**src/rtl/lptsc_pkg.sv**
```systemverilog
// Shared types and constants for the length-prefix to start-code converter.
// Used by the front parser, the command queue, the back expander and the top level.
// No dependencies.
package lptsc_pkg;

   // Widths of the stream fields
   localparam int BYTE_W       = 8;
   localparam int LEN_W        = 32;
   localparam int LEN_CNT_W    = 2;
   localparam int SC_BYTES     = 4;
   localparam int SC_IDX_W     = 2;

   // Default configuration; the queue holds a start code plus the payload
   // bytes that arrive while it is being expanded
   localparam int LENGTH_BYTES_DEF = 4;
   localparam int QUEUE_DEPTH_DEF  = 8;

   // Start code word, sent most significant byte first
   localparam logic [SC_BYTES*BYTE_W-1:0] START_CODE_WORD = 32'h0000_0001;

   // Command kinds passed from front to back
   typedef enum logic {
      CMD_PAYLOAD = 1'b0,
      CMD_START   = 1'b1
   } lptsc_kind_type;

   typedef struct packed {
      lptsc_kind_type     kind;
      logic [BYTE_W-1:0]  data;
   } lptsc_cmd_type;

   // Queue status toward the front and back
   typedef struct packed {
      logic full;
      logic empty;
   } lptsc_qstat_type;

   // Byte of the start code at position idx (0 = first on the wire)
   function automatic logic [BYTE_W-1:0] start_code_byte(input logic [SC_IDX_W-1:0] idx);
      logic [SC_IDX_W-1:0] sel;
      sel = SC_IDX_W'(SC_BYTES - 1) - idx;
      return START_CODE_WORD[sel*BYTE_W +: BYTE_W];
   endfunction

endpackage

```
**src/rtl/lptsc_front.sv**
```systemverilog
// Front parser: accepts input beats, gathers the big-endian length and
// classifies each byte into queue commands. Depends on lptsc_pkg.
module lptsc_front #(
   parameter int LENGTH_BYTES = lptsc_pkg::LENGTH_BYTES_DEF
) (
   input  logic                            clock,
   input  logic                            reset,
   input  logic                            accept,
   input  logic [lptsc_pkg::BYTE_W-1:0]    in_byte,
   input  logic                            chunk_start,
   output logic                            push,
   output lptsc_pkg::lptsc_cmd_type        push_cmd
);

   localparam logic [lptsc_pkg::LEN_CNT_W:0] LAST_CNT =
      (lptsc_pkg::LEN_CNT_W+1)'(LENGTH_BYTES - 1);

   logic                             in_payload_ff, in_payload_in;
   logic [lptsc_pkg::LEN_CNT_W-1:0]  len_cnt_ff, len_cnt_in;
   logic [lptsc_pkg::LEN_W-1:0]      len_acc_ff, len_acc_in;
   logic [lptsc_pkg::LEN_W-1:0]      remain_ff, remain_in;

   logic                             payload_base;
   logic [lptsc_pkg::LEN_CNT_W-1:0]  cnt_base;
   logic [lptsc_pkg::LEN_W-1:0]      acc_base;
   logic [lptsc_pkg::LEN_W-1:0]      remain_base;
   logic [lptsc_pkg::LEN_W-1:0]      acc_shift;
   logic [lptsc_pkg::LEN_W-1:0]      remain_dec;

   // Resync to the length phase on chunk start
   assign payload_base = chunk_start ? 1'b0 : in_payload_ff;
   assign cnt_base     = chunk_start ? '0 : len_cnt_ff;
   assign acc_base     = chunk_start ? '0 : len_acc_ff;
   assign remain_base  = chunk_start ? '0 : remain_ff;
   assign acc_shift    = {acc_base[lptsc_pkg::LEN_W-lptsc_pkg::BYTE_W-1:0], in_byte};
   assign remain_dec   = remain_base - lptsc_pkg::LEN_W'(1);

   // Classify the byte and work out the next parser state
   always_comb begin
      in_payload_in = in_payload_ff;
      len_cnt_in    = len_cnt_ff;
      len_acc_in    = len_acc_ff;
      remain_in     = remain_ff;
      push          = 1'b0;
      push_cmd.kind = lptsc_pkg::CMD_PAYLOAD;
      push_cmd.data = in_byte;
      if (accept) begin
         len_cnt_in    = cnt_base;
         len_acc_in    = acc_base;
         remain_in     = remain_base;
         in_payload_in = payload_base;
         if (payload_base) begin
            push          = 1'b1;
            remain_in     = remain_dec;
            in_payload_in = (remain_dec != '0);
         end else if ({1'b0, cnt_base} == LAST_CNT) begin
            push          = 1'b1;
            push_cmd.kind = lptsc_pkg::CMD_START;
            remain_in     = acc_shift;
            in_payload_in = (acc_shift != '0);
            len_cnt_in    = '0;
            len_acc_in    = '0;
         end else begin
            len_cnt_in = cnt_base + lptsc_pkg::LEN_CNT_W'(1);
            len_acc_in = acc_shift;
         end
      end
   end

   // Hold parser state
   always_ff @(posedge clock) begin
      if (reset) begin
         in_payload_ff <= 1'b0;
         len_cnt_ff    <= '0;
         len_acc_ff    <= '0;
         remain_ff     <= '0;
      end else begin
         in_payload_ff <= in_payload_in;
         len_cnt_ff    <= len_cnt_in;
         len_acc_ff    <= len_acc_in;
         remain_ff     <= remain_in;
      end
   end

endmodule

```
**src/rtl/lptsc_queue.sv**
```systemverilog
// Short command queue between the front parser and the back expander.
// Depends on lptsc_pkg.
module lptsc_queue #(
   parameter int QUEUE_DEPTH = lptsc_pkg::QUEUE_DEPTH_DEF
) (
   input  logic                          clock,
   input  logic                          reset,
   input  logic                          push,
   input  lptsc_pkg::lptsc_cmd_type      push_cmd,
   input  logic                          pop,
   output lptsc_pkg::lptsc_cmd_type      head_cmd,
   output lptsc_pkg::lptsc_qstat_type    qstat
);

   localparam int PTR_W = (QUEUE_DEPTH > 1) ? $clog2(QUEUE_DEPTH) : 1;
   localparam int CNT_W = $clog2(QUEUE_DEPTH + 1);
   localparam logic [PTR_W-1:0] LAST_PTR = PTR_W'(QUEUE_DEPTH - 1);

   lptsc_pkg::lptsc_cmd_type  mem [QUEUE_DEPTH];
   logic [PTR_W-1:0]          wr_ptr_ff, wr_ptr_in;
   logic [PTR_W-1:0]          rd_ptr_ff, rd_ptr_in;
   logic [CNT_W-1:0]          count_ff, count_in;

   assign qstat.full  = (count_ff == CNT_W'(QUEUE_DEPTH));
   assign qstat.empty = (count_ff == '0);
   assign head_cmd    = mem[rd_ptr_ff];

   // Advance pointers and occupancy
   always_comb begin
      wr_ptr_in = wr_ptr_ff;
      rd_ptr_in = rd_ptr_ff;
      count_in  = count_ff;
      if (push) begin
         wr_ptr_in = (wr_ptr_ff == LAST_PTR) ? '0 : wr_ptr_ff + PTR_W'(1);
      end
      if (pop) begin
         rd_ptr_in = (rd_ptr_ff == LAST_PTR) ? '0 : rd_ptr_ff + PTR_W'(1);
      end
      if (push && !pop) begin
         count_in = count_ff + CNT_W'(1);
      end else if (pop && !push) begin
         count_in = count_ff - CNT_W'(1);
      end
   end

   always_ff @(posedge clock) begin
      if (reset) begin
         wr_ptr_ff <= '0;
         rd_ptr_ff <= '0;
         count_ff  <= '0;
      end else begin
         wr_ptr_ff <= wr_ptr_in;
         rd_ptr_ff <= rd_ptr_in;
         count_ff  <= count_in;
      end
   end

   // Store commands
   always_ff @(posedge clock) begin
      if (push) begin
         mem[wr_ptr_ff] <= push_cmd;
      end
   end

endmodule

```
**src/rtl/lptsc_back.sv**
```systemverilog
// Back expander: turns queue commands into output beats, four for a start
// code and one for a payload byte, through an output register. Depends on lptsc_pkg.
module lptsc_back (
   input  logic                          clock,
   input  logic                          reset,
   input  lptsc_pkg::lptsc_cmd_type      head_cmd,
   input  lptsc_pkg::lptsc_qstat_type    qstat,
   output logic                          pop,
   output logic                          out_valid,
   input  logic                          out_ready,
   output logic [lptsc_pkg::BYTE_W-1:0]  out_byte,
   output logic                          out_begin,
   output logic                          out_last
);

   localparam logic [lptsc_pkg::SC_IDX_W-1:0] SC_LAST =
      lptsc_pkg::SC_IDX_W'(lptsc_pkg::SC_BYTES - 1);

   logic                               valid_ff, valid_in;
   logic [lptsc_pkg::SC_IDX_W-1:0]     sub_ff, sub_in;
   logic [lptsc_pkg::BYTE_W-1:0]       byte_ff, byte_in;
   logic                               begin_ff, begin_in;
   logic                               last_ff, last_in;
   logic                               load;
   logic                               is_start;

   assign load     = (!valid_ff || out_ready) && !qstat.empty;
   assign is_start = (head_cmd.kind == lptsc_pkg::CMD_START);
   assign pop      = load && (!is_start || (sub_ff == SC_LAST));

   // Build the next beat from the queue head
   always_comb begin
      valid_in = valid_ff;
      sub_in   = sub_ff;
      byte_in  = byte_ff;
      begin_in = begin_ff;
      last_in  = last_ff;
      if (valid_ff && out_ready) begin
         valid_in = 1'b0;
      end
      if (load) begin
         valid_in = 1'b1;
         if (is_start) begin
            byte_in  = lptsc_pkg::start_code_byte(sub_ff);
            begin_in = (sub_ff == '0);
            last_in  = (sub_ff == SC_LAST);
            sub_in   = (sub_ff == SC_LAST) ? '0 : sub_ff + lptsc_pkg::SC_IDX_W'(1);
         end else begin
            byte_in  = head_cmd.data;
            begin_in = 1'b0;
            last_in  = 1'b1;
         end
      end
   end

   // Hold control state
   always_ff @(posedge clock) begin
      if (reset) begin
         valid_ff <= 1'b0;
         sub_ff   <= '0;
      end else begin
         valid_ff <= valid_in;
         sub_ff   <= sub_in;
      end
   end

   // Hold output payload
   always_ff @(posedge clock) begin
      byte_ff  <= byte_in;
      begin_ff <= begin_in;
      last_ff  <= last_in;
   end

   assign out_valid = valid_ff;
   assign out_byte  = byte_ff;
   assign out_begin = begin_ff;
   assign out_last  = last_ff;

endmodule

```
**src/rtl/length_prefix_to_start_code.sv**
```systemverilog
// Top level of the length-prefix to start-code converter: front parser,
// command queue and back expander. Depends on lptsc_pkg and the lptsc_* modules.
//
// Converts a stream of NAL units, each led by a big-endian length of
// LENGTH_BYTES bytes, into a stream delimited by the start code 00 00 00 01.
// Length bytes give no output until the last one, which gives the four
// start-code beats (tuser high on the first, tlast on the fourth); payload
// bytes pass through one beat each with tlast high. A zero length gives only
// the start code. tuser high on an input beat resyncs the parser so that
// this byte is the first length byte, and any rest of the payload is
// dropped. The front takes one input beat per cycle while the command queue
// (QUEUE_DEPTH entries) has room; the back sends one output beat per cycle
// while the queue is not empty and the receiver is ready. For LENGTH_BYTES=4
// the sustained rate is one input beat per cycle while the receiver is
// ready; the output register and the queue let either side stall independently.
module length_prefix_to_start_code #(
   parameter int LENGTH_BYTES = lptsc_pkg::LENGTH_BYTES_DEF,
   parameter int QUEUE_DEPTH  = lptsc_pkg::QUEUE_DEPTH_DEF
) (
   input  logic        clock,
   input  logic        reset,
   input  logic        req_tvalid,
   output logic        req_tready,
   input  logic [7:0]  req_tdata,   // [7:0] in_byte
   input  logic        req_tuser,   // [0] chunk_start
   output logic        rsp_tvalid,
   input  logic        rsp_tready,
   output logic [7:0]  rsp_tdata,   // [7:0] out_byte
   output logic        rsp_tuser,   // [0] nal_begin
   output logic        rsp_tlast
);

   logic                          accept;
   logic                          push;
   logic                          pop;
   lptsc_pkg::lptsc_cmd_type      push_cmd;
   lptsc_pkg::lptsc_cmd_type      head_cmd;
   lptsc_pkg::lptsc_qstat_type    qstat;

   assign req_tready = !qstat.full;
   assign accept     = req_tvalid && req_tready;

   lptsc_front #(
      .LENGTH_BYTES(LENGTH_BYTES)
   ) u_front (
      .clock       (clock),
      .reset       (reset),
      .accept      (accept),
      .in_byte     (req_tdata),
      .chunk_start (req_tuser),
      .push        (push),
      .push_cmd    (push_cmd)
   );

   lptsc_queue #(
      .QUEUE_DEPTH(QUEUE_DEPTH)
   ) u_queue (
      .clock    (clock),
      .reset    (reset),
      .push     (push),
      .push_cmd (push_cmd),
      .pop      (pop),
      .head_cmd (head_cmd),
      .qstat    (qstat)
   );

   lptsc_back u_back (
      .clock     (clock),
      .reset     (reset),
      .head_cmd  (head_cmd),
      .qstat     (qstat),
      .pop       (pop),
      .out_valid (rsp_tvalid),
      .out_ready (rsp_tready),
      .out_byte  (rsp_tdata),
      .out_begin (rsp_tuser),
      .out_last  (rsp_tlast)
   );

`ifndef SYNTHESIS
   // The front never writes into a full queue
   assert property (@(posedge clock) disable iff (reset) push |-> !qstat.full)
      else $error("command queue overflow");

   // The first start-code beat is a zero byte and never ends the group
   assert property (@(posedge clock) disable iff (reset)
      (rsp_tvalid && rsp_tuser) |-> (rsp_tdata == 8'h00 && !rsp_tlast))
      else $error("bad first start-code beat");

   // The second start-code beat follows right after the first is taken
   assert property (@(posedge clock) disable iff (reset)
      (rsp_tvalid && rsp_tready && rsp_tuser) |=>
      (rsp_tvalid && rsp_tdata == 8'h00 && !rsp_tuser && !rsp_tlast))
      else $error("start code broken after first beat");
`endif

endmodule

```
**config.mk**
```make
export PLATFORM = sky130hd
export DESIGN_NAME = length_prefix_to_start_code
export DESIGN_NICKNAME = d
export VERILOG_FILES = /design/src/rtl/lptsc_pkg.sv /design/src/rtl/lptsc_front.sv /design/src/rtl/lptsc_queue.sv /design/src/rtl/lptsc_back.sv /design/src/rtl/length_prefix_to_start_code.sv
export SDC_FILE = /design/constraint.sdc
export NUM_CORES = 1
export LEC_CHECK = 0
export BUFFER_PORTS_ARGS = -buffer_cell sky130_fd_sc_hd__buf_2
export CAP_MARGIN = 10
export CELL_PAD_IN_SITES_DETAIL_PLACEMENT = 0
export CELL_PAD_IN_SITES_GLOBAL_PLACEMENT = 1
export CORE_ASPECT_RATIO = 1.1
export CORE_UTILIZATION = 50
export CTS_BUF_LIST = sky130_fd_sc_hd__clkbuf_16
export DETAILED_ROUTE_END_ITERATION = 7
export GPL_TIMING_DRIVEN = 0
export HOLD_SLACK_MARGIN = 0.12
export PLACE_DENSITY_LB_ADDON = 0.1
export SETUP_SLACK_MARGIN = 0.05
export SLEW_MARGIN = 5
export SYNTH_ARGS = -nofsm -noshare
export SYNTH_HDL_FRONTEND = slang
export SYNTH_SLANG_ARGS = --single-unit
```
**constraint.sdc**
```tcl
create_clock -name clock -period 4.4 [get_ports clock]
set_clock_uncertainty 0.2 [all_clocks]
set_input_delay 0.22 -clock clock [delete_from_list [all_inputs] [get_ports clock]]
set_output_delay 0.22 -clock clock [all_outputs]
set_load 0.005 [all_outputs]
```
Yosys cells after proc, flatten, opt, wreduce, memory -nomap -nowiden
Memory sizes are Yosys's and may differ from the RTL's. A register that Yosys moved wholly into a read port is not among the register bits.
Index checks and enable logic that the tools add are counted.

word-level totals
  register bits = 82
  latch bits = 0
  memory bits (writable) = 72
  bits in read-only memories = 0
  word-level logic and storage cells = 77
  memories kept = 1

operators by class
  add/subtract/negate cells = 8
  multipliers = 0
  divide/modulo/power cells = 0
  $lt $le $gt $ge = 0
  equal/unequal tests = 5
  shift-type cells = 1
  multiplexer cells = 29
  bitwise gates (word level) = 0
  reduce and logical (&&, ||, !) cells = 21

memories
  memory       words  bits a word  rd ports  clocked after Yosys merged registers in  write ports  RTL line           source
  u_queue.mem  8      9            1         1                                        1            lptsc_queue.sv:19  lptsc_pkg::lptsc_cmd_type mem [QUEUE_DEPTH];

operators with widths
  kind                                                       count
  two-way mux 32 bit                                         3
  two-way mux 24 bit                                         3
  nonzero test 32 bit                                        2
  indexed part select 32 x 6 -> 8 bit, first input constant  1
  subtractor 32 x 1 -> 32 bit, second input constant         1
  two-way mux 1 bit                                          12
  two-way mux 3 bit                                          4
  two-way mux 2 bit                                          4
  two-way mux 4 bit                                          2
  two-way mux 8 bit                                          1
  adder 3 x 1 -> 3 bit, second input constant                2
  == test 3 bit, second input constant                       2
  logical AND 1 bit                                          6
  zero test 1 bit                                            6
  adder 2 x 1 -> 2 bit, second input constant                2
  adder 4 x 1 -> 4 bit, second input constant                1
  == test 2 bit, second input constant                       2
  == test 4 bit, second input constant                       1
  zero test 4 bit                                            1
  nonzero test 2 bit                                         2
  subtractor 4 x 1 -> 4 bit, second input constant           1
  zero test 2 bit                                            1
  logical OR 1 bit                                           2
  AND reduction 2 bit                                        1
  subtractor 2 bit, first input constant                     1

Logic depth before layout (Yosys ltp)
Gate-level depths: netlist (run 1).

  depth after elaboration = 9
  mapped depth = 16
  mapped depth without buffers = 12

By module
From an unflattened synthesis (run 1), not the netlist that was laid out.

unflattened totals
  cells, all modules = 690
  area, all modules = 7624.8 µm²

modules (own cells, without submodules)
  module                       instances  cells each  area an instance (µm²)
  lptsc_front                  1          469         3627.2
  lptsc_queue                  1          179         3423.3
  lptsc_back                   1          40          564.3
  length_prefix_to_start_code  1          2           10.0

Worst setup path after synthesis (run 1)
Ideal clock, no wire load.

  kind = in2reg
  start = in req_tuser
  end = reg u_queue.count_ff[3]
  setup time = 70 ps
  arrival time = 3400 ps
  required time = 4130 ps
  slack = 730 ps
  stages = 16
  path through = buf_2 clkbuf_1 buf_1 nor2b_1 ha_1 buf_1 o21ai_1 inv_1 ha_1 inv_1 ha_1 a21o_1 a21oi_1 xnor2_1 or3_1 a21oi_1

on the way
  longest elaborated chain between the ends = 8

ends and longest elaborated chain
  what                          RTL line                           source
  start, declared               length_prefix_to_start_code.sv:25  input logic req_tuser,
  two-way mux 2 bit             lptsc_front.sv:32                  assign cnt_base = chunk_start ? '0 : len_cnt_ff;
  == test 2 bit                 lptsc_front.sv:56                  end else if ({1'b0, cnt_base} == LAST_CNT) begin
  two-way mux 1 bit             lptsc_front.sv:56
  two-way mux 1 bit (*)         lptsc_front.sv:52                  if (payload_base) begin
  two-way mux 1 bit (*)         lptsc_front.sv:47                  if (accept) begin
  via push                      length_prefix_to_start_code.sv:34  logic push;
  zero test 1 bit               lptsc_queue.sv:41                  end else if (pop && !push) begin
  logical AND 1 bit             lptsc_queue.sv:41
  nonzero test 2 bit (no line)  --
  end signal, assigned          lptsc_queue.sv:54                  count_ff <= count_in;
  end, declared                 lptsc_queue.sv:22                  logic [CNT_W-1:0] count_ff, count_in;

Mark *: on every way through the listed nets, which the timed path passes. The rest lies on a longest branch.
A chain may end at the register's enable or synchronous reset.

Final worst setup path (run 1)
Ends and elaborated chain as after synthesis.

==> results of run 1 <==
==> placed cells by master, fill, tap and decap left out, types with 5 or more instances in the layout <==
master,count
nor3_1,24
nand2_1,38
buf_1,7
a31oi_1,9
nor2b_1,7
nand2b_1,8
a211oi_1,11
nor2_1,93
mux2i_1,17
clkbuf_1,33
mux4_2,18
nor3_2,5
a21o_1,5
dlygate4sd3_1,9
buf_2,27
edfxtp_1,82
or3_1,10
ha_1,11
a311oi_1,5
o211ai_1,6
nand4_1,10
nor3b_1,9
a22oi_1,20
o21ai_0,20
inv_1,10
o21bai_1,5
dfxtp_1,75
nand3_1,9
nor4_1,18
clkbuf_16,17
a21oi_1,52
==> tightest hold or removal path, stage by stage <==
cell and delay [ns]:
buf_2 0.10, nand2_1 0.22, or3_1 0.16, a21oi_1 0.05
==> stage by stage <==
stage / TNS [ns] / std cells / setup WS (ns) / power, W
2_1_floorplan: 0 / 684 / 0.730 / 0.00213
3_3_place_gp: -10.49 / 899 / -0.597 / 0.00233
3_5_place_dp: -1.01 / 902 / -0.635 / 0.00234
4_1_cts: 0 / 943 / 0.0607 / 0.00370
5_1_grt: 0 / 944 / 0.155 / 0.00384
6_report: 0 / 944 / 0.318 / 0.00369
==> power groups by stage <==
stage	combinational [W]	clock (W)	sequential, W
3_5_place_dp	0.000631	0	0.00171
4_1_cts	0.000640	0.00137	0.00168
6_report	0.000655	0.00136	0.00168
2_1_floorplan	0.000429	0	0.00170
3_3_place_gp	0.000621	0	0.00171
5_1_grt	0.000714	0.00143	0.00169
==> sequential cells by signal, indices dropped and copies added (netlist names), named ones only <==
name                   flops
u_queue.wr_ptr_ff          3
u_queue.mem               72
u_back.out_valid           1
u_front.in_payload_ff      1
u_queue.rd_ptr_ff          3
u_back.sub_ff              2
u_front.len_cnt_ff         2
u_queue.count_ff           4
u_back.out_byte            8
u_back.out_last            1
u_front.len_acc_ff        24
u_back.out_begin           1
u_front.remain_ff         32
==> layer usage <==
layer | vias to the layer above | part of all wire [%] | GRT usage, %
met2 | 226 | 50 | 51.2
met1 | 2947 | 40 | 35.4
li1 | 2706 | - | -
met3 | 69 | 4.8 | 4.75
met5 | - | 0 | 0
met4 | 0 | 5.4 | 19.0
==> Yosys cell counts (all sizes together) (6+ instances only) <==
master,instances
nand2b,8
nand3,9
a22oi,20
a21oi,52
or3,12
a211oi,11
nand4,10
nor3,30
o21ai,21
nor4,21
mux4,18
nor3b,9
a31oi,9
edfxtp,82
nor2,93
nor2b,7
clkbuf,33
ha,11
nand2,38
o211ai,6
mux2i,17
dfxtp,75
inv,10
buf,13
==> worst paths after layout <==
kind	startpoint	to	slack [ns]	cells after the start
setup / recovery	req_tuser	u_queue.count_ff[3]	0.32	17
hold / removal	req_tvalid	u_front.len_cnt_ff[0]	0.18	4
setup reg to reg	register	u_queue.count_ff[3]	0.74	13
hold reg to reg	u_back.out_valid	u_back.out_valid	0.29	2
==> final cells by class <==
class	count	area, um^2
well taps	192	240
repair buffers	36	235
multi-input cells	471	3190
clock buffers	17	425
plain buffers	46	186
inverters	10	37.5
fillers	1242	5990
clock inverters	15	115
flip-flops and latches	157	3960
==> timing repair <==
item / in CTS / in global routing
cloned: 0 / 0
resized for setup: 1 / 2
hold endpoints to repair: 72 / 0
endpoints found under the setup margin: 1 / 1
hold buffers: 9 / 0
==> cells by family after synthesis <==
kind of cell	share of synthesized area, %
mux	8.15
compound gates	14.2
buf+inv	3.03
fa+ha+maj	2.15
simple gates	17.6
xor+xnor	0.835
flops	54.0
==> qor.csv, run 1 <==
stage,metric,value,unit
outcome,status,completed,
sta,hold_viol_final,0,
sta,finalCritPeriodShare,92.8,%
drt,drt_drc_violations_left,0,
synth,avgSynthCellArea,10.7,um^2
power,power_report.internal_total,0.00261,W
drt,drt.antenna.violating_nets,0,
sta,final-max-slew-violation-count,0,
die,effective_utilization_at_floorplan,51.0,%
setup_path,critical_path.max_stage_delay,0.52,ns
drt,num_vias,5948,
placement,port_buffers,23,
synth,syn_area,7340,um^2
clocking,tritoncts.num_buffers,17,
drt,wl_per_cell,22.8,um
synth,synth_enable_flop_cells,82,
die,vertical_die_dimension,129,um
setup_path,timing.critical_path.cells,buf_2 > buf_2 > clkbuf_1 > clkbuf_2 > nor2b_1 > ha_1 > buf_1 > o21ai_4 > inv_1 > ha_1 > inv_1 > ha_1 > a21o_1 > a21oi_1 > xnor2_1 > or3_1 > a21oi_1,
sta,layout_min_cycle_time,4.08,ns
power,p_switching,0.00109,W
drt,routed_wirelength,21500,um
power,pwr_density_cell,440,nW/um^2
placement,placement.cell_area,7750,um^2
sta,rsz0062_at_grt,no,
setup_path,path_max_fanout,10,
setup_path,criticalPathCategory,in -> reg,
synth,synth_area_leaders,"edfxtp_1 (34%), dfxtp_1 (20%), mux4_2 (5.5%), nor2_1 (4.8%), a21oi_1 (3.5%)",
die,core-area,14400,um^2
final_layout,layout.cell_area.non_filler,8400,um^2
synth,synth_top_cell_by_area,edfxtp_1,
placement,dp_hpwl,15000,um
power,share_comb_of_total_power,17.7,%
final_layout,drive_gt1_share,13.2,%
sta,maxClockFrequency,245,MHz
synth,async_flop_share,0,%
grt,grt_pass1_vias,5811,
final_layout,syn2layout_area_growth,14.4,%
power,seqPwrFrac,45.5,%
power,power_leakage,2.86,nW
die,std_cell_rows,46,
clocking,cts.root.buffer_cell,clkbuf_16,
power,ir_worst_vdd,0.204,mV
clocking,post-cts-setup-buffers,0,
setup_path,cpMaxStageDelayCell,clkbuf_1,
clocking,clk_latency,0.43,ns
setup_path,worstPathArrival,4.23,ns
final_layout,num_antenna_cells,0,
drt,drt_first_iter_violations,516,
grt,grt_first_pass_wirelength,33300,um
setup_path,critical_path.n_buffers_inverters,7,
power,clockPowerShare,36.7,%
clocking,tritoncts_clock_tree,yes,
setup_path,startpoint_type,primary input,
setup_path,critical_path_required,4.55,ns
run,timing.max_cap.violations,0,
setup_path,timing.critical_path.to_type,register,
grt,grt_max_degree,17,
clocking,cts_num_sinks,157,
power,swShare,29.4,%
placement,gp_congestion,0.943,
drt,drtPass1Iterations,5,
synth,post_synth_inst_count,684,
final_layout,final_util,58.4,%
setup_path,worst_path_most_repeated_cell,ha_1,
clocking,cts_max_path_buffers,2,
sta,max_slew.worst_pin.slew,0.969,ns
grt,global_route.overflow_total,0,
sta,hold_slack,0.180,ns
setup_path,timing.critical_path.max_delay_family,buffers and inverters,
clocking,clk_pin_slew_worst_paths,0.06,ns
grt,gr-usage-all-layers,29.8,%
final_layout,final_net_count,764,
synth,synth_sequential_area_ratio,54.0,%
die,floorplan.die.width,118,um
sta,final-setup-viol-count,0,
synth,synth_top_flop_cell,edfxtp_1,
synth,synth.ff_latch_count,157,
clocking,htreeDepth,4,
sta,slew-limit-headroom,35.1,%
die,io_pins,25,
synth,yosysWarningCount,0,
synth,synthesis.nets,709,
min_path,timing.hold.worst.class,in -> reg,
grt,initial_antenna_violation_count,0,
synth,synth.top_cell.area_share,33.5,%
synth,synthDistinctLibCells,62,
drt,post_drt_via_cell_ratio,6.30,
die,floorplan.die_area,15200,um^2
Note: power is estimated with default switching activity, not from simulation.
==> inputs of run 2 (changes only) <==
CORE_UTILIZATION = 45   (was 50)
clock period = 3.45 ns   (was 4.4 ns; I/O delays follow)
==> run 2 against run 1 <==
Power up 35%; first-iteration DRC count up 6.0%; setup slack worse by 0.11 ns; global-route usage down 2.6 points; largest cell class unchanged; largest power group unchanged.
==> qor.csv, run 2 (synthesis results as in run 1) <==
stage,metric,value,unit,change
outcome,status,completed,,
sta,final-setup-viol-count,0,,unchanged
setup_path,criticalPathCategory,reg -> reg,,
final_layout,final_net_count,768,,+0.52%
grt,global_route.overflow_total,0,,unchanged
sta,setup-tns-final,0,ns,unchanged
final_layout,largestRegisters,"u_queue.mem: 72 flops, u_front.remain_ff: 32 flops, u_front.len_acc_ff: 24 flops",,
power,ir_worst_vdd,0.352,mV,+73%
placement,dp_hpwl,14900,um,-0.70%
setup_path,timing.critical_path.max_delay_family,simple AND/OR/NAND/NOR gates,,
drt,drt_drc_violations_left,0,,unchanged
die,core-area,15800,um^2,+9.8%
sta,hold_viol_final,0,,unchanged
clocking,clk_latency,0.43,ns,about the same
die,io_pins,25,,unchanged
clocking,cts_max_path_buffers,2,,unchanged
drt,drtPass1Iterations,5,,unchanged
grt,grt_pass1_vias,5812,,+0.017%
setup_path,startpoint_type,register,,
clocking,cts.root.buffer_cell,clkbuf_16,,
clocking,tritoncts_clock_tree,yes,,
setup_path,critical_path.max_stage_delay,0.65,ns,+0.13 ns
grt,gr-usage-all-layers,27.2,%,-2.6 points
setup_path,timing.reg2reg.setup_slack,0.21,ns,-0.53 ns
setup_path,r2r.worst_path.cells,6,,-7
clocking,tritoncts.num_buffers,17,,unchanged
min_path,timing.hold.worst_path_depth,6,,+2
sta,max_slew.worst_pin.slew,0.995,ns,+0.0262 ns
setup_path,regToRegStartpoint,u_front.remain_ff[0],,
clocking,clk_pin_slew_worst_paths,0.07,ns,about the same
min_path,worst_hold_startpoint,req_tuser,,
min_path,timing.hold.worst.class,in -> reg,,
grt,initial_antenna_violation_count,0,,unchanged
final_layout,largest_register,u_queue.mem,,
setup_path,cpMaxStageDelayCell,nor3_1,,
setup_path,worst_path_most_repeated_cell,a31oi_1,,
final_layout,largest_register_ffs,72,,unchanged
setup_path,worstPathArrival,3.33,ns,-0.90 ns
drt,wl_per_cell,22.2,um,-2.6%
final_layout,num_antenna_cells,0,,unchanged
placement,port_buffers,23,,unchanged
drt,post_drt_via_cell_ratio,6.14,,-2.6%
setup_path,path_max_fanout,10,,unchanged
drt,drt_first_iter_violations,547,,+6.0%
die,vertical_die_dimension,136,um,+5.3%
grt,grt_max_degree,17,,unchanged
sta,layout_min_cycle_time,3.24,ns,
final_layout,final_util,54.2,%,-4.2 points
grt,grt_first_pass_wirelength,33100,um,-0.66%
clocking,cts_num_sinks,157,,unchanged
sta,final-max-slew-violation-count,0,,unchanged
power,pwr_density_cell,581,nW/um^2,+32%
final_layout,fin_cells,955,,+1.2%
die,std_cell_rows,48,,+4.3%
power,power_leakage,2.95,nW,+2.9%
setup_path,reg2reg_to,u_front.in_payload_ff,,
die,effective_utilization_at_floorplan,46.5,%,-4.5 points
placement,gp_congestion,0.934,,-1.0%
die,floorplan.die_area,16800,um^2,+11%
final_layout,syn2layout_area_growth,16.6,%,
min_path,hold-path-endpoint,u_front.remain_ff[1],,
setup_path,timing.critical_path.to_type,register,,
setup_path,timing.critical_path.cells,nor3_2 > nand3_1 > nor3_1 > a31oi_1 > nor4_1 > a31oi_1,,
sta,slew-limit-headroom,33.4,%,-1.6 points
final_layout,layout_common_cells,"nor2_1 (92), edfxtp_1 (82), dfxtp_1 (74)",,
setup_path,critical_path.n_buffers_inverters,0,,-7
sta,finalCritPeriodShare,93.9,%,
setup_path,critical_path_required,3.54,ns,-1.01 ns
final_layout,layout.cells.most_common,nor2_1,,
sta,rsz0062_at_grt,no,,
drt,routed_wirelength,21200,um,-1.4%
final_layout,drive_gt1_share,14.7,%,+1.5 points
clocking,htreeDepth,4,,unchanged
run,timing.max_cap.violations,0,,unchanged
placement,placed_cells,911,,+1.0%
drt,drt.antenna.violating_nets,0,,unchanged
sta,maxClockFrequency,309,MHz,
drt,num_vias,5861,,-1.5%
die,floorplan.die.width,124,um,+5.3%
[run 2: cell count changes in the layout (fill, tap and decap cells not counted), moves of 2 or more]
cell	change
clkinv_2	-2
inv_8	-2
bufinv_16	+4
clkinvlp_4	-2
dlygate4sd3_1	+2
buf_4	+6
buf_1	-2
clkbuf_1	-3
[run 2: worst register-to-register path, stage by stage, from the launching register on]
cell     delay, ns
dfxtp_1       0.38
nor3_2        0.60
nand3_1       0.47
nor3_1        0.65
a31oi_1       0.24
nor4_1        0.42
a31oi_1       0.14
[run 2: where the power goes]
part	total, W	switching (W)	internal, W
logic	0.000847	0.000518	0.000329
registers	0.00215	0.0000689	0.00208
clock network	0.00198	0.000768	0.00121
[run 2: final cells by class]
type,instances,area (um^2)
multi-input cells,471,3210
well taps,200,250
repair buffers,43,293
flip-flops and latches,157,3970
plain buffers,43,189
clock buffers,17,425
fillers,1398,7230
inverters,10,37.5
clock inverters,14,191
[run 2: worst max path at each step]
stage | startpoint | cells after the start | slack (ns) | to
after detailed placement | req_tuser | 17 | -0.95 | u_queue.count_ff[3]
after CTS | register | 13 | 0.07 | u_queue.count_ff[3]
after global routing | u_front.in_payload_ff | 13 | 0.08 | u_queue.count_ff[3]
after global placement | req_tuser | 9 | -1.24 | u_queue.mem[0][6]
final | u_front.remain_ff[0] | 6 | 0.21 | u_front.in_payload_ff
after floorplan | req_tuser | 16 | 0.13 | u_queue.count_ff[3]
[run 2: metal layers]
layer	wire, um	global-route usage [%]	share of wire (%)
met5	0	0	0
met4	1170	18.1	5.5
met3	1190	5.08	5.6
met2	10500	45.2	49
met1	8410	31.7	40
[run 2: what timing repair did]
item / CTS / global route
endpoints found under the setup margin: 39 / 1
resized for setup: 8 / 6
pin swaps: 2 / 0
setup buffers: 2 / 3
hold endpoints to repair: 84 / 0
hold buffers: 11 / 0
[run 2: per-stage QoR]
stage | worst slack (ns) | power (W) | instance area (um^2) | hold slack [ns]
2_1_floorplan | 0.126 | 0.00272 | 7350 | 0.0714
3_3_place_gp | -1.24 | 0.00298 | 7720 | 0.259
3_5_place_dp | -0.950 | 0.00300 | 7780 | 0.278
4_1_cts | 0.0663 | 0.00498 | 8530 | 0.160
5_1_grt | 0.0815 | 0.00517 | 8560 | 0.233
6_report | 0.210 | 0.00497 | 8560 | 0.188
